===== config.mk =====
export PLATFORM = sky130hd
export DESIGN_NAME = aes_inverse_sbox_byte
export DESIGN_NICKNAME = d
export VERILOG_FILES = /design/src/sv/aisb_pkg.sv /design/src/sv/aisb_mul_stage.sv /design/src/sv/aes_inverse_sbox_byte.sv
export SDC_FILE = /design/constraint.sdc
export NUM_CORES = 1
export LEC_CHECK = 0
export BUFFER_PORTS_ARGS = -buffer_cell sky130_fd_sc_hd__buf_2
export CAP_MARGIN = 10
export CORE_MARGIN = 1.5
export CORE_UTILIZATION = 35
export CTS_CLUSTER_SIZE = 16
export DETAILED_ROUTE_END_ITERATION = 8
export SKIP_CTS_REPAIR_TIMING = 1
export SLEW_MARGIN = 5
export SYNTH_ARGS = -nofsm -noshare
export SYNTH_HDL_FRONTEND = slang
export SYNTH_SLANG_ARGS = --single-unit

===== constraint.sdc =====
create_clock -name clk_i -period 4.95 [get_ports clk_i]
set_input_delay 0 -clock clk_i [delete_from_list [all_inputs] [get_ports clk_i]]
set_output_delay 0 -clock clk_i [all_outputs]
set_load 0.005 [all_outputs]

===== src/sv/aisb_pkg.sv =====
// Package for the AES inverse S-box byte unit: mode codes, the pipeline item type
// and the GF(2^8) helper functions. It has no dependencies.
package aisb_pkg;

  // Low byte of the field polynomial x^8+x^4+x^3+x+1.
  localparam logic [7:0] FieldPolyLow = 8'h1B;
  // Constant added by the inverse affine transform.
  localparam logic [7:0] AffineInvConst = 8'h05;
  // Multiply stages that build a^254 from a^2 and a^4.
  localparam int unsigned NumMulStages = 6;
  // Width of the configuration address (register 0 at byte address 0).
  localparam int unsigned AddrWidth = 3;

  typedef enum logic [1:0] {
    MODE_INV    = 2'd0,
    MODE_AFFINE = 2'd1,
    MODE_SBOX   = 2'd2,
    MODE_BYPASS = 2'd3
  } aisb_mode_e;

  // One item in flight: t is the running product, s the next square power.
  typedef struct packed {
    logic       do_inv;
    logic [7:0] bypass;
    logic [7:0] t;
    logic [7:0] s;
  } aisb_item_t;

  // Field product, reduced modulo the AES polynomial.
  function automatic logic [7:0] gf_mul(input logic [7:0] a, input logic [7:0] b);
    logic [7:0] x;
    logic [7:0] acc;
    x   = a;
    acc = 8'h00;
    for (int n = 0; n < 8; n++) begin
      if (b[n]) begin
        acc = acc ^ x;
      end
      x = x[7] ? ({x[6:0], 1'b0} ^ FieldPolyLow) : {x[6:0], 1'b0};
    end
    return acc;
  endfunction

  // Squaring is linear over GF(2), so this reduces to an XOR network.
  function automatic logic [7:0] gf_sq(input logic [7:0] a);
    return gf_mul(a, a);
  endfunction

  // Inverse affine transform: rotl 1, 3 and 6, then add the constant.
  function automatic logic [7:0] inv_affine(input logic [7:0] v);
    logic [7:0] r1;
    logic [7:0] r3;
    logic [7:0] r6;
    r1 = {v[6:0], v[7]};
    r3 = {v[4:0], v[7:5]};
    r6 = {v[1:0], v[7:2]};
    return r1 ^ r3 ^ r6 ^ AffineInvConst;
  endfunction

endpackage


===== src/sv/aisb_mul_stage.sv =====
// One multiply stage of the field inverse pipeline: t <= t*s, s <= s^2.
// Depends on aisb_pkg for the item type and the field functions.
module aisb_mul_stage import aisb_pkg::*; (
  input  logic       clk_i,
  input  logic       rst_ni,
  input  logic       in_valid_i,
  output logic       in_ready_o,
  input  aisb_item_t in_item_i,
  output logic       out_valid_o,
  input  logic       out_ready_i,
  output aisb_item_t out_item_o
);

  logic       valid_q;
  aisb_item_t item_q;
  aisb_item_t item_d;

  // The stage takes a new item when it is empty or its item leaves this cycle.
  assign in_ready_o = ~valid_q | out_ready_i;

  // One field multiply and one squaring per stage.
  always_comb begin
    item_d        = in_item_i;
    item_d.t      = gf_mul(in_item_i.t, in_item_i.s);
    item_d.s      = gf_sq(in_item_i.s);
  end

  always_ff @(posedge clk_i or negedge rst_ni) begin
    if (!rst_ni) begin
      valid_q <= 1'b0;
    end else if (in_ready_o) begin
      valid_q <= in_valid_i;
    end
  end

  always_ff @(posedge clk_i) begin
    if (in_ready_o && in_valid_i) begin
      item_q <= item_d;
    end
  end

  assign out_valid_o = valid_q;
  assign out_item_o  = item_q;

endmodule


===== src/sv/aes_inverse_sbox_byte.sv =====
// AES inverse S-box byte unit: field inverse, inverse affine transform, both, or bypass.
// Seven register stages: one select stage and six field-multiply stages that form
// a^254. Throughput is one byte per cycle while the output is not stalled; each stage
// holds its item under back-pressure and frees as soon as it drains.
// Reset clears all valid bits and sets the mode register to field inverse.
// Depends on aisb_pkg and aisb_mul_stage.
module aes_inverse_sbox_byte import aisb_pkg::*; (
  input  logic                 clk_i,
  input  logic                 rst_ni,
  // Input stream.
  input  logic                 s_axis_tvalid,
  output logic                 s_axis_tready,
  input  logic [7:0]           s_axis_tdata,   // [7:0] data_in
  // Output stream.
  output logic                 m_axis_tvalid,
  input  logic                 m_axis_tready,
  output logic [7:0]           m_axis_tdata,   // [7:0] data_out
  // Configuration port.
  input  logic                 psel,
  input  logic                 penable,
  input  logic                 pwrite,
  input  logic [AddrWidth-1:0] paddr,
  input  logic [31:0]          pwdata,
  output logic [31:0]          prdata,
  output logic                 pready
);

  aisb_mode_e mode_q;
  logic       cfg_wr;
  logic       sel_reg0;

  logic       stg_valid [NumMulStages+1];
  logic       stg_ready [NumMulStages+1];
  aisb_item_t stg_item  [NumMulStages+1];

  logic       in_valid_q;
  aisb_item_t in_item_q;
  aisb_item_t in_item_d;
  logic [7:0] aff;
  logic [7:0] base;

  // Configuration: one register at word 0, always ready.
  assign pready   = 1'b1;
  assign sel_reg0 = (paddr[AddrWidth-1] == 1'b0);
  assign cfg_wr   = psel && penable && pwrite && sel_reg0;
  assign prdata   = sel_reg0 ? {30'd0, mode_q} : 32'd0;

  always_ff @(posedge clk_i or negedge rst_ni) begin
    if (!rst_ni) begin
      mode_q <= MODE_INV;
    end else if (cfg_wr) begin
      mode_q <= aisb_mode_e'(pwdata[1:0]);
    end
  end

  // Select stage: apply the affine transform in the affine and S-box modes, and seed a^2 and a^4.
  always_comb begin
    aff  = inv_affine(s_axis_tdata);
    base = ((mode_q == MODE_AFFINE) || (mode_q == MODE_SBOX)) ? aff : s_axis_tdata;
    in_item_d.do_inv = (mode_q == MODE_INV) || (mode_q == MODE_SBOX);
    in_item_d.bypass = base;
    in_item_d.t      = gf_sq(base);
    in_item_d.s      = gf_sq(gf_sq(base));
  end

  assign s_axis_tready = ~in_valid_q | stg_ready[0];

  always_ff @(posedge clk_i or negedge rst_ni) begin
    if (!rst_ni) begin
      in_valid_q <= 1'b0;
    end else if (s_axis_tready) begin
      in_valid_q <= s_axis_tvalid;
    end
  end

  always_ff @(posedge clk_i) begin
    if (s_axis_tready && s_axis_tvalid) begin
      in_item_q <= in_item_d;
    end
  end

  assign stg_valid[0] = in_valid_q;
  assign stg_item[0]  = in_item_q;

  // Multiply chain: a^6, a^14, a^30, a^62, a^126, a^254.
  for (genvar g = 0; g < NumMulStages; g++) begin : g_mul
    aisb_mul_stage u_stage (
      .clk_i       (clk_i),
      .rst_ni      (rst_ni),
      .in_valid_i  (stg_valid[g]),
      .in_ready_o  (stg_ready[g]),
      .in_item_i   (stg_item[g]),
      .out_valid_o (stg_valid[g+1]),
      .out_ready_i (stg_ready[g+1]),
      .out_item_o  (stg_item[g+1])
    );
  end

  // Output: inverse or the selected byte, straight from the last stage.
  assign stg_ready[NumMulStages] = m_axis_tready;
  assign m_axis_tvalid = stg_valid[NumMulStages];
  assign m_axis_tdata  = stg_item[NumMulStages].do_inv ? stg_item[NumMulStages].t
                                                       : stg_item[NumMulStages].bypass;

`ifndef SYNTH
  // An empty select stage always takes a transfer.
  a_ready_when_empty: assert property (@(posedge clk_i) disable iff (!rst_ni)
    !in_valid_q |-> s_axis_tready)
    else $error("input stalled with an empty select stage");

  // A select-stage item moves into the first multiply stage when that stage frees.
  a_forward_progress: assert property (@(posedge clk_i) disable iff (!rst_ni)
    (in_valid_q && stg_ready[0]) |=> stg_valid[1])
    else $error("item lost between select and multiply stages");

  // The mode changes only on a configuration write.
  a_mode_hold: assert property (@(posedge clk_i) disable iff (!rst_ni)
    !cfg_wr |=> $stable(mode_q))
    else $error("mode changed without a write transfer");
`endif

endmodule


Yosys cells after proc, flatten, opt, wreduce, memory -nomap -nowiden
Index checks and enable logic that the tools add are counted.
{"block": "classes", "n_mux": 198, "reduce_logical": 13, "n_bitwise": 200, "n_eq_ne": 2}
{"operator": "2-to-1 mux 8 bit", "n": 106}
{"operator": "XOR 8 bit", "n": 93}
{"operator": "2-to-1 mux 5 bit", "n": 91}
{"operator": "inverter 4 bit", "n": 91}
{"operator": "logical AND 1 bit", "n": 10}
{"operator": "inverter 1 bit", "n": 8}
{"operator": "OR 1 bit", "n": 7}
{"operator": "equality test 2 x 1 -> 1 bit (second input constant)", "n": 1}
{"operator": "equality test 2 bit (second input constant)", "n": 1}
{"operator": "logical NOT 2 bit", "n": 1}
{"operator": "logical OR 1 bit", "n": 2}
{"operator": "2-to-1 mux 2 bit", "n": 1}
{"operator": "inverter 2 bit", "n": 1}
{"block": "word_totals", "ff_bits": 176}

Logic depth before layout (Yosys ltp)
Gate-level depths: netlist of run 1.
{"block": "logic_depth", "word_depth": 36, "ltp_mapped": 19, "ltp_nobuf": 16}

By module
Synthesis of run 1 repeated with hierarchy kept, for this count alone.
{"block": "hier_totals", "cells_unflattened": 1725, "hier_area_um2": 17849.6}
{"mod": "aisb_mul_stage (g_mul[1].u_stage ...)", "seq_area_each_um2": 775.7, "cells_per_inst": 234, "n_inst": 5, "area_per_inst_um2": 2433.6}
{"mod": "aes_inverse_sbox_byte", "seq_area_each_um2": 825.8, "cells_per_inst": 318, "n_inst": 1, "area_per_inst_um2": 3210.6}
{"mod": "aisb_mul_stage (g_mul[0].u_stage)", "seq_area_each_um2": 775.7, "cells_per_inst": 237, "n_inst": 1, "area_per_inst_um2": 2471.1}

Worst setup path after synthesis of run 1
OpenSTA, ideal clock, no wires.
{"block": "synth_timing", "path_type": "flip-flop to flip-flop", "startpoint": "register mode_q[1]", "endpoint": "register in_item_q[3] (netlist bit) (data pin)", "period_less_slack_ns": 4.705, "required_ns": 4.687, "arrival_ns": 4.441, "path_slack_ns": 0.245, "stages_incl_launch_ff": 20, "cell_sequence": "dfrtp_1 > inv_1 > ha_1 > buf_2 > mux2i_2 > buf_2 > inv_1 > ha_1 > clkbuf_1 > xor2_1 > or4_1 > nand3_1 > and3b_4 > a2111oi_4 > xnor2_2 > xnor3_2 > xor2_1 > nand3_1 > o311ai_2 > xnor2_1"}
{"element": "start, declared", "line": "aes_inverse_sbox_byte.sv:28", "text": "aisb_mode_e mode_q;"}
{"element": "start signal, assigned", "line": "aes_inverse_sbox_byte.sv:52", "text": "mode_q <= aisb_mode_e'(pwdata[1:0]);"}
{"element": "end signal, assigned", "line": "aes_inverse_sbox_byte.sv:78", "text": "in_item_q <= in_item_d;"}
{"element": "end, declared", "line": "aes_inverse_sbox_byte.sv:37", "text": "aisb_item_t in_item_q;"}

==> results.md, run 1 <==
- The flow ran to the end, and the final reports show no timing, DRC or antenna violations.
- The fraction of final layout cells sized beyond drive strength 1 is 5.66%.
- The count of buffers from port buffering is 29.
- The master cell of the clock root buffer is sky130_fd_sc_hd__clkbuf_16.
- TritonCTS built the clock tree.
- The H-tree was split into 4 levels.
- The detailed placer's ending HPWL is 23.8 mm.
- After routing, the total negative slack on setup checks comes to 0 ns.
- Among all stages on the critical path, the largest delay is contributed by sky130_fd_sc_hd__xnor3_2.
- The global-route wire length before repair is 55.5 mm.
- In this run the standard cell core region covers 0.0467 mm2.
- The mean routed wirelength per cell is 13.5 um.
- Setup violations remaining at the end of the flow were counted as 0.
- Yosys mapped a number of flops with a built-in enable equal to 167.
- The number of endpoints with negative hold slack in the final report is 0.
- Relative to the synthesized area, the layout overhead comes to 6.05%.
- The count of fill cells added during filler insertion is 4734.
- The relative slew slack is 24.3%.
- Clock latency on the worst-skew pair, taken at its later pin, is 0.45 ns.
- Entering global routing, the biggest net connects 28 pins.
- The via count of the first global-routing pass is 11500.
- The number of pins exceeding their max-slew limit in the final report is 0.
- The portion of the clock cycle consumed by the worst path in the final layout is 93.8%.
- Walking the worst path, the cells encountered are inv_1 > ha_1 > mux2i_2 > inv_1 > ha_1 > xor2_1 > or4_1 > nand3_1 > a21boi_0 > a2111oi_4 > xnor2_2 > xnor3_2 > xor2_1 > nand3_1 > o311ai_2 > xnor2_1.
- Clock tree synthesis inserted a total of 17 buffers.
- For the pin with the worst max-slew slack, the measured transition is 1.14 ns.
- The initial standard-cell utilization of the core is 35.6%.
- The maximum buffer depth of the clock tree is 2.
- The first detailed-routing pass took 5 iterations.
- After synthesis, the netlist uses 74 different library cells.
- The detailed router's first-iteration violation count is 701.
- Setup repair after global routing left no endpoint under its margin.
- Synthesis handed over a netlist of 1896 instances.
- Yosys printed 0 warnings.
- Max-cap violations in this run came to 0.
- The die height is 221 um.
- In this run the worst path has a maximum fanout of 9.
- The boundary pin count is 93.
- The required time of the critical path is 5.14 ns.
- The sequential cell area fraction in the yosys report is 31.6%.
- The number of antenna cells inserted is 0.
- After detailed routing, the number of remaining DRC violations is 0.
- The number of sinks handled by clock tree synthesis is 176.
- For this run, the total global-route usage over all layers was measured as 13.5%.
- STA classifies the critical path endpoint as a register.
- The tightest min-delay check is of the input port to register type.
- The row count is 79.
- The x dimension of the die is 221 um.
- The synthesized area per cell is 8.76 um2.
- The dominant synthesized flop cell is sky130_fd_sc_hd__edfxtp_1.
- The initial antenna violation count is 0.
- The total number of vias is 11900.
- The kind of critical path is register to register.
- The arrival time of the worst setup path is 4.83 ns.
- For this run, the post-layout net count is 1884.
- The total overflow left after global routing is 0.
- The clock period could shrink to 4.64 ns.
- For this run, the top clock speed supported by timing is 215 MHz.
- The congestion estimate from routability-driven global placement came to 0.855.
- The die covers 0.0488 mm2.
- The async set-reset flop share out of synthesis is 5.11%.
- After detailed routing, the number of vias per cell comes to 4.85.
- The routed wire length is 32.9 mm.
- The startpoint kind of the worst setup timing path is a register.
- The number of nets with antenna violations after detailed routing is 0.
- The synthesized netlist occupies a cell area of 0.0166 mm2.
- The delay of the slowest cell on the worst path is 0.54 ns.
- The clock skew after layout is 0.0153 ns.
- The register clock-pin slew on the reported worst setup and hold paths is 0.07 ns.
- Synthesis inferred 176 register bits.
==> layer usage <==
layer | up-vias | wire length, um | global-route usage [%]
li1 | 5989 | - | -
met1 | 5663 | 14600 | 16.1
met2 | 174 | 17000 | 24.7
met3 | 35 | 903 | 2.35
met4 | 0 | 464 | 3.87
met5 | - | 0 | 0
==> logic make-up (layout without fill, tap and decap cells) <==
logic type	after synthesis	in the layout	share of synthesized area, %
XOR/XNOR	679	679	36.8
AND/OR/NAND/NOR	551	551	13.9
AO/OA/AOI/OAI	225	225	8.53
buffers and inverters	210	122	5.60
flip-flops	176	176	31.6
multiplexers	44	44	2.89
adder cells (fa/ha/maj)	9	9	0.678
other	2	31	0.0452
==> final cells by class <==
cell class | instances | area [um2] | share of cell area, %
multi-input combinational | 1539 | 10600 | 59.9
sequential | 176 | 5240 | 29.8
tap | 607 | 759 | 4.31
clock buffer | 17 | 425 | 2.42
timing repair buffer | 51 | 338 | 1.92
inverter | 40 | 153 | 0.867
clock inverter | 14 | 141 | 0.803
==> placed cells by master (no fill, tap or decap), drive strengths merged, types with 19 or more instances in the layout <==
master,n
a21oi,74
nor2,68
xor2,204
nand2,384
o21ai,58
buf,43
xnor2,465
nor2b,26
a22oi,27
inv,45
conb,31
mux2i,31
nand3,19
edfxtp,167
==> critical path: cells and delay by family (launching register included) <==
family | cells | cell delay (ns)
adders and majority gates | 2 | 0.84
muxes | 1 | 0.27
AOI/OAI and AO/OA | 3 | 0.61
buffers and inverters | 2 | 0.14
xor gates and xnor gates | 5 | 1.46
DFF | 1 | 0.37
and+or+nand+nor | 3 | 0.70
==> state kept, by name, summed over array words and instances (netlist names) <==
signal	count
in_item_q	25
mode_q	2
g_mul.u_stage.out_valid_o	6
in_valid_q	1
g_mul.u_stage.out_item_o	142
==> through the flow <==
step                hold slack [ns]  instance area, um2  worst slack [ns]  std cells  util, %
finish                        0.106               17600             0.307       2444     37.8
floorplan                    -0.296               16700             0.245       1925        -
global placement             -0.140               17000             0.460       2404     36.3
detailed placement           -0.140               17000             0.314       2404     36.3
global route                  0.101               17600            0.0124       2444     37.8
CTS                          -0.637               17500             0.278       2435     37.5
==> synth_stat cells, types with 12 or more instances <==
cell type                  instances  share of area [%]
sky130_fd_sc_hd__xnor2_1         464                 24
sky130_fd_sc_hd__nand2_1         384                8.7
sky130_fd_sc_hd__xor2_1          203                 11
sky130_fd_sc_hd__edfxtp_1        167                 30
sky130_fd_sc_hd__clkbuf_1        105                2.4
sky130_fd_sc_hd__a21oi_1          74                2.2
sky130_fd_sc_hd__nor2_1           68                1.5
sky130_fd_sc_hd__o21ai_0          58                1.7
sky130_fd_sc_hd__inv_1            36               0.81
sky130_fd_sc_hd__buf_4            32                1.4
sky130_fd_sc_hd__mux2i_1          28                1.7
sky130_fd_sc_hd__a22oi_1          27                1.2
sky130_fd_sc_hd__nor2b_1          26               0.98
sky130_fd_sc_hd__buf_1            23               0.52
sky130_fd_sc_hd__nand3_1          19               0.57
sky130_fd_sc_hd__mux2_2           12               0.81
sky130_fd_sc_hd__nor3_1           12               0.36
==> final timing paths <==
| kind | from | to | slack [ns] | cells past startpoint |
|---|---|---|---|---|
| max in group asynchronous | rst_ni | g_mul[3].u_stage.out_valid_o | 4.13 | 3 |
| worst max-delay path | mode_q[1] | in_item_q[3] | 0.31 | 16 |
| min in group asynchronous | rst_ni | g_mul[4].u_stage.out_valid_o | 0.53 | 3 |
| worst max register to register | mode_q[1] | in_item_q[3] | 0.31 | 16 |
| worst min register to register | g_mul[3].u_stage.out_item_o[18] | g_mul[4].u_stage.out_item_o[18] | 0.41 | 0 |
| worst min-delay path | s_axis_tdata[0] | in_item_q[16] | 0.11 | 3 |
Power of run 1 is left out: the tool's default activity adds up to more than one toggle a clock period on the data nets, which glitch-free logic cannot reach.
==> inputs of run 2 (changes only) <==
Settings changed: ABC_AREA set to 1, CORE_UTILIZATION 35 to 40.
==> results.md, run 2 <==
- Outcome: finished clean (unchanged).
- Top library cells by usage in the layout, fill and taps aside: sky130_fd_sc_hd__nand2_1, sky130_fd_sc_hd__xor2_1, sky130_fd_sc_hd__xnor2_1, sky130_fd_sc_hd__nor2_1, sky130_fd_sc_hd__inv_1 (was sky130_fd_sc_hd__xnor2_1, sky130_fd_sc_hd__nand2_1, sky130_fd_sc_hd__xor2_1, sky130_fd_sc_hd__edfxtp_1, sky130_fd_sc_hd__a21oi_1).
- The number of standard cells in the final layout excluding fillers is 3471 (was 2444).
- The max capacitance violation total is 0 (unchanged).
- The area of the mapped netlist came to 0.0199 mm2 (was 0.0166 mm2).
- The core outline area is 0.0491 mm2 (was 0.0467 mm2).
- The class of the most critical hold timing path is input port to register (unchanged).
- The most frequent standard cell in the layout excluding fill and tap cells is sky130_fd_sc_hd__nand2_1 (was sky130_fd_sc_hd__xnor2_1).
- The clock period minus worst slack is 4.38 ns (was 4.64 ns).
- The delay of the slowest cell on the worst path is 0.45 ns (was 0.54 ns).
- The clock skew after layout is 0.0121 ns (was 0.0153 ns).
- The adder-cell share of the synthesized area is 0.566% (was 0.678%).
- The count of placed standard cells including taps is 3431 (was 2404).
- The number of different library cells in the post-synthesis netlist is 38 (was 74).
- The routed wire length is 44.7 mm (was 32.9 mm).
- The initial antenna violation count is 1 (was 0).
- The number of antenna cells inserted is 0 (unchanged).
- The die footprint is 0.0511 mm2 (was 0.0488 mm2).
- The compound-cell area share of the yosys netlist is 2.18% (was 8.53%).
- The final weighted congestion in routability-driven placement was 0.877 (was 0.855).
- The count of buffers from port buffering is 29 (unchanged).
- The worst hold margin is 0.0759 ns (was 0.106 ns).
- The maximum operating frequency came to 229 MHz (was 215 MHz).
- The maximum number of pins on one net before global-route repair is 26 (was 28).
- The count of fill cells added during filler insertion came to 5034 (was 4734).
- The portion of the clock cycle consumed by the worst path in the final layout is 88.4% (was 93.8%).
- The detailed router's first-iteration violation count was 1069 (was 701).
- The number of warning messages in the yosys log is 0 (unchanged).
- The mean routed wirelength per cell is 12.9 um (was 13.5 um).
- The async set-reset flop share out of synthesis was 5.11% (unchanged).
- The final total negative setup slack is 0 ns (unchanged).
- The H-tree depth came to 4 (unchanged).
- Main area contributors after synthesis: sky130_fd_sc_hd__edfxtp_1, sky130_fd_sc_hd__nand2_1, sky130_fd_sc_hd__xor2_1, sky130_fd_sc_hd__xnor2_1, sky130_fd_sc_hd__nor2_1 (was sky130_fd_sc_hd__edfxtp_1, sky130_fd_sc_hd__xnor2_1, sky130_fd_sc_hd__xor2_1, sky130_fd_sc_hd__nand2_1, sky130_fd_sc_hd__clkbuf_1).
- The startpoint kind of the worst setup timing path is a register (unchanged).
- The sequential cell area is 0.00524 mm2 (unchanged).
- The share of cell area taken by muxes after synthesis is 0.503% (was 2.89%).
- The number of flip-flops under the largest register name was 142 (unchanged).
- The global-route wire length before repair is 75.1 mm (was 55.5 mm).
- The number of pins exceeding their max-slew limit in the final report came to 0 (unchanged).
- Leading post-synthesis cells by instance count: sky130_fd_sc_hd__nand2_1, sky130_fd_sc_hd__xor2_1, sky130_fd_sc_hd__xnor2_1, sky130_fd_sc_hd__nor2_1, sky130_fd_sc_hd__inv_1 (was sky130_fd_sc_hd__xnor2_1, sky130_fd_sc_hd__nand2_1, sky130_fd_sc_hd__xor2_1, sky130_fd_sc_hd__edfxtp_1, sky130_fd_sc_hd__clkbuf_1).
- The synthesized area per cell was 7.02 um2 (was 8.76 um2).
- The number of enable flip-flop cells after synthesis is 167 (unchanged).
- The multi-input gate area in the final layout is 0.0132 mm2 (was 0.0106 mm2).
- The maximum buffer depth of the clock tree is 2 (unchanged).
- The area share of xor/xnor cells in the synthesized design is 31.8% (was 36.8%).
- The number of endpoints with negative hold slack in the final report is 0 (unchanged).
- The post-synthesis share of cell area spent on and, or, nand and nor gates is 30.8% (was 13.9%).
- The total number of vias is 16600 (was 11900).
- The arrival time of the worst setup path is 4.61 ns (was 4.83 ns).
- The number of buffers inserted during clock tree synthesis was 17 (unchanged).
- RSZ-0062 raised after global routing: false (unchanged).
- The biggest area consumer among synthesized cells is sky130_fd_sc_hd__edfxtp_1 (unchanged).
- The top-area cell type share of the netlist area is 25.2% (was 30.2%).
- The endpoint kind of the worst setup timing path was a register (unchanged).
- The sequential cell area fraction in the yosys report is 26.3% (was 31.6%).
- The first-pass iteration count of the detailed router is 8 (was 5).
- The number of sinks handled by clock tree synthesis is 176 (unchanged).
- The clock insertion delay at the later pin of the skew report was 0.47 ns (was 0.45 ns).
- The dominant cell by count in the synthesized netlist is sky130_fd_sc_hd__nand2_1 (was sky130_fd_sc_hd__xnor2_1).
- The via-per-instance ratio is 4.77 (was 4.85).
- The via count of the first global-routing pass came to 15800 (was 11500).
- The CTS tree was done (unchanged).
- The most common cell type on the critical path is sky130_fd_sc_hd__nand2_1.
- The actual transition at the worst max-transition pin came to 1.05 ns (was 1.14 ns).
- The initial standard-cell utilization of the core is 40.6% (was 35.6%).
- The row count came to 81 (was 79).
- The main combinational cell family by area after synthesis is XOR/XNOR gates (unchanged).
- The library cell contributing the largest single delay on the critical path is sky130_fd_sc_hd__ha_2 (was sky130_fd_sc_hd__xnor3_2).
- The fraction of final layout cells sized beyond drive strength 1 came to 6.84% (was 5.66%).
- The number of endpoints failing setup at the final stage is 0 (unchanged).
- The boundary pin count was 93 (unchanged).
- The master cell of the clock root buffer is sky130_fd_sc_hd__clkbuf_16 (unchanged).
- The global route total overflow is 0 (unchanged).
- The x dimension of the die is 226 um (was 221 um).
- The final layout net count was 2853 (was 1884).
- The aggregate global-route resource usage came to 18.0% (was 13.5%).
- The remaining routing DRC violations is 0 (unchanged).
- The dominant synthesized flop cell is sky130_fd_sc_hd__edfxtp_1 (unchanged).
- The number of synthesized register bits came to 176 (unchanged).
- The die height is 226 um (was 221 um).
- The number of nets with antenna violations after detailed routing is 0 (unchanged).
- The kind of critical path is register to register (unchanged).
- The register clock-pin slew on the reported worst setup and hold paths came to 0.07 ns (about the same).
- The synthesized instance count came to 2834 (was 1896).
- The detailed placer's ending HPWL came to 33.7 mm (was 23.8 mm).
- The area growth from synthesis to final layout is 5.94% (was 6.05%).
- The required time of the critical path is 5.18 ns (was 5.14 ns).
- The largest fanout on the critical path is 17 (was 9).
- The relative slew slack is 30.0% (was 24.3%).
run 2: cell types whose count changed after synthesis, sizes merged, moves of 45 or more:
cell	change
a21oi	-45
nor2	+218
nand2	+605
inv	+188
xnor2	-129
nand3	+132
xor2	+179
run 2: worst paths after layout:
path / startpoint / endpoint / slack [ns] / depth (start not counted)
max: mode_q[1] / in_item_q[1] / 0.57 / 28
min: s_axis_tdata[3] / in_item_q[19] / 0.08 / 3
max reg2reg: mode_q[1] / in_item_q[1] / 0.57 / 28
min reg2reg: g_mul[4].u_stage.out_item_o[19] / g_mul[5].u_stage.out_item_o[19] / 0.42 / 0
max in group asynchronous: rst_ni / in_valid_q / 3.90 / 3
min in group asynchronous: rst_ni / g_mul[4].u_stage.out_valid_o / 0.62 / 3
run 2: cell families (layout without fill, tap and decap cells):
| logic type | after synthesis | after routing |
|---|---|---|
| AO/OA/AOI/OAI | 83 | 83 |
| XOR/XNOR | 719 | 719 |
| buffers and inverters | 364 | 308 |
| other | 2 | 31 |
| multiplexers | 9 | 9 |
| flip-flops | 176 | 176 |
| AND/OR/NAND/NOR | 1472 | 1472 |
| adder cells (fa/ha/maj) | 9 | 9 |
run 2: per-layer routing:
metal	vias to the layer above	share of wire, %	track usage [%]
met3	52	3.7	2.64
met2	308	49	31.7
met5	-	0	0
met4	0	1.7	5.96
met1	7644	45	22.5
li1	8547	-	-
run 2: through the flow:
| step | worst slack [ns] | utilization [%] | area (um2) |
|---|---|---|---|
| after global placement | 0.568 | 41.5 | 20400 |
| after floorplan | 0.995 | - | 20000 |
| after global routing | 0.0212 | 43.0 | 21100 |
| after CTS | 0.513 | 42.8 | 21000 |
| final | 0.575 | 43.0 | 21100 |
| after detailed placement | 0.539 | 41.5 | 20400 |
run 2: cell type report:
class / count / area share (%)
Inverter: 232 / 4.17
Timing Repair Buffer: 44 / 1.32
Clock buffer: 18 / 2.08
Tap cell: 664 / 3.94
Multi-Input combinational cell: 2323 / 62.7
Clock inverter: 14 / 0.908
Sequential cell: 176 / 24.9
run 2: worst max-delay path, delay by kind of cell (launching register included):
kind	cells	cell delay (ns)
DFF	1	0.35
xor gates and xnor gates	1	0.15
buffers and inverters	6	0.67
and+or+nand+nor	18	1.82
adders and majority gates	3	1.12
Power of run 2 is left out for the same reason.
==> inputs of run 3 (changes only) <==
Settings changed: PLACE_DENSITY_LB_ADDON set to 0.25.
==> results.md, run 3 (same netlist as run 2, synthesis figures left out) <==
- The number of antenna cells inserted came to 0 (unchanged).
- The maximum buffer depth of the clock tree came to 2 (unchanged).
- The capture point of the worst reg-to-reg path is in_item_q[3] (was in_item_q[1]).
- The kind of critical path is register to register (unchanged).
- The fraction of final layout cells sized beyond drive strength 1 is 6.77% (was 6.84%).
- The launch instance of the worst min-delay path is s_axis_tdata[3] (unchanged).
- The relative slew slack is 29.4% (was 30.0%).
- The row count is 81 (unchanged).
- The number of pins exceeding their max-slew limit in the final report is 0 (unchanged).
- The die height is 226 um (unchanged).
- The core outline area is 0.0491 mm2 (unchanged).
- The finished layout cell area is 0.0211 mm2 (about the same).
- The origin of the critical flop-to-flop path is mode_q[0] (was mode_q[1]).
- The maximum number of pins on one net before global-route repair is 26 (unchanged).
- The sequential cell area is 0.00524 mm2 (unchanged).
- The count of fill cells added during filler insertion is 5047 (was 5034).
- The number of endpoints with negative hold slack in the final report is 0 (unchanged).
- The final weighted congestion in routability-driven placement is 0.872 (was 0.877).
- The clock period minus worst slack is 4.33 ns (was 4.38 ns).
- The actual transition at the worst max-transition pin is 1.06 ns (was 1.05 ns).
- The endpoint kind of the worst setup timing path is a register (unchanged).
- The number of nets with antenna violations after detailed routing is 0 (unchanged).
- The x dimension of the die is 226 um (unchanged).
- The via-per-instance ratio came to 4.77 (about the same).
- The area growth from synthesis to final layout is 5.99% (was 5.94%).
- The first-pass iteration count of the detailed router is 5 (was 8).
- The initial antenna violation count is 0 (was 1).
- The most frequent standard cell in the layout excluding fill and tap cells is sky130_fd_sc_hd__nand2_1 (unchanged).
- The number of endpoints failing setup at the final stage was 0 (unchanged).
- The register clock-pin slew on the reported worst setup and hold paths is 0.08 ns (was 0.07 ns).
- The required time of the critical path is 5.19 ns (was 5.18 ns).
- The global-route wire length before repair is 74.2 mm (was 75.1 mm).
- The number of cells on the worst hold path came to 3 (unchanged).
- The H-tree depth is 4 (unchanged).
- The remaining routing DRC violations came to 0 (unchanged).
- The delay of the slowest cell on the worst path is 0.37 ns (was 0.45 ns).
- The mean routed wirelength per cell was 12.9 um (about the same).
- The library cell contributing the largest single delay on the critical path is sky130_fd_sc_hd__ha_1 (was sky130_fd_sc_hd__ha_2).
- Outcome: finished clean (unchanged).
- The clock skew after layout came to 0.0174 ns (was 0.0121 ns).
- The hold-critical path endpoint is in_item_q[19] (unchanged).
- The core occupancy in the finished layout is 43.0% (about the same).
- The detailed placer's ending HPWL was 33.8 mm (was 33.7 mm).
- The final total negative setup slack came to 0 ns (unchanged).
- The largest fanout on the critical path is 17 (unchanged).
- The initial standard-cell utilization of the core is 40.6% (unchanged).
- The number of sinks handled by clock tree synthesis is 176 (unchanged).
- The number of buffers inserted during clock tree synthesis was 17 (unchanged).
- The max capacitance violation total is 0 (unchanged).
- The aggregate global-route resource usage is 17.9% (was 18.0%).
- The boundary pin count came to 93 (unchanged).
- The most common cell type on the critical path is sky130_fd_sc_hd__nand2_1 (unchanged).
- The class of the most critical hold timing path is input port to register (unchanged).
- The master cell of the clock root buffer is sky130_fd_sc_hd__clkbuf_16 (unchanged).
- The maximum operating frequency is 231 MHz (was 229 MHz).
- The total number of vias is 16600 (about the same).
- The detailed router's first-iteration violation count is 969 (was 1069).
- The number of cells on the worst reg-to-reg path came to 31 (was 28).
- The startpoint kind of the worst setup timing path is a register (unchanged).
- RSZ-0062 raised after global routing: false (unchanged).
- The via count of the first global-routing pass is 15500 (was 15800).
- The CTS tree is done (unchanged).
- The register-to-register setup slack is 0.62 ns (was 0.57 ns).
- The die footprint came to 0.0511 mm2 (unchanged).
- Top library cells by usage in the layout, fill and taps aside: sky130_fd_sc_hd__nand2_1, sky130_fd_sc_hd__xor2_1, sky130_fd_sc_hd__xnor2_1, sky130_fd_sc_hd__nor2_1, sky130_fd_sc_hd__inv_1 (unchanged).
- The total placed instance area is 0.0204 mm2 (about the same).
- The final layout net count came to 2853 (unchanged).
- The count of buffers from port buffering is 29 (unchanged).
- The clock insertion delay at the later pin of the skew report came to 0.48 ns (was 0.47 ns).
- The arrival time of the worst setup path was 4.57 ns (was 4.61 ns).
- The number of flip-flops under the largest register name was 142 (unchanged).
- The routed wire length is 44.9 mm (was 44.7 mm).
- The portion of the clock cycle consumed by the worst path in the final layout came to 87.4% (was 88.4%).
- The global route total overflow was 0 (unchanged).
- The multi-input gate area in the final layout was 0.0132 mm2 (about the same).
[run 3: critical path: cells and delay by family, from the launching register on]
family,cells,cell delay [ns]
buffers and inverters,8,0.83
DFF,1,0.36
adders and majority gates,3,1.00
and+or+nand+nor,20,1.87
[run 3: metrics by stage]
stage,hold slack [ns],setup slack [ns],instances
2_1_floorplan,-0.296,0.995,2863
3_3_place_gp,-0.0947,0.713,3430
3_5_place_dp,-0.0938,0.683,3430
4_1_cts,-0.637,0.652,3462
5_1_grt,0.0889,0.123,3471
6_report,0.0820,0.623,3471
[run 3: worst max path at each step]
stage          slack, ns      endpoint  depth (start not counted)      start
2_1_floorplan        1.0  in_item_q[1]                         32  mode_q[0]
3_3_place_gp        0.71  in_item_q[3]                         26  mode_q[0]
3_5_place_dp        0.68  in_item_q[3]                         31  mode_q[0]
4_1_cts             0.65  in_item_q[3]                         31  mode_q[0]
5_1_grt             0.12  in_item_q[3]                         30  mode_q[1]
6_report            0.62  in_item_q[3]                         31  mode_q[0]
[run 3: per-layer routing]
layer  vias to the layer above  GRT usage (%)  share of wire [%]
li1                       8546              -                  -
met1                      7700           22.6                 46
met2                       267           30.9                 49
met3                        50           2.50                3.4
met4                         0           6.45                1.9
met5                         -              0                  0
[run 3: final cells by class]
| cell class | count | share of cell area, % |
|---|---|---|
| clock buffers | 17 | 2.02 |
| clock inverters | 15 | 1.02 |
| inverters | 232 | 4.16 |
| multi-input cells | 2323 | 62.7 |
| flip-flops and latches | 176 | 24.8 |
| well taps | 664 | 3.94 |
| repair buffers | 44 | 1.33 |
Power of run 3 is left out for the same reason.
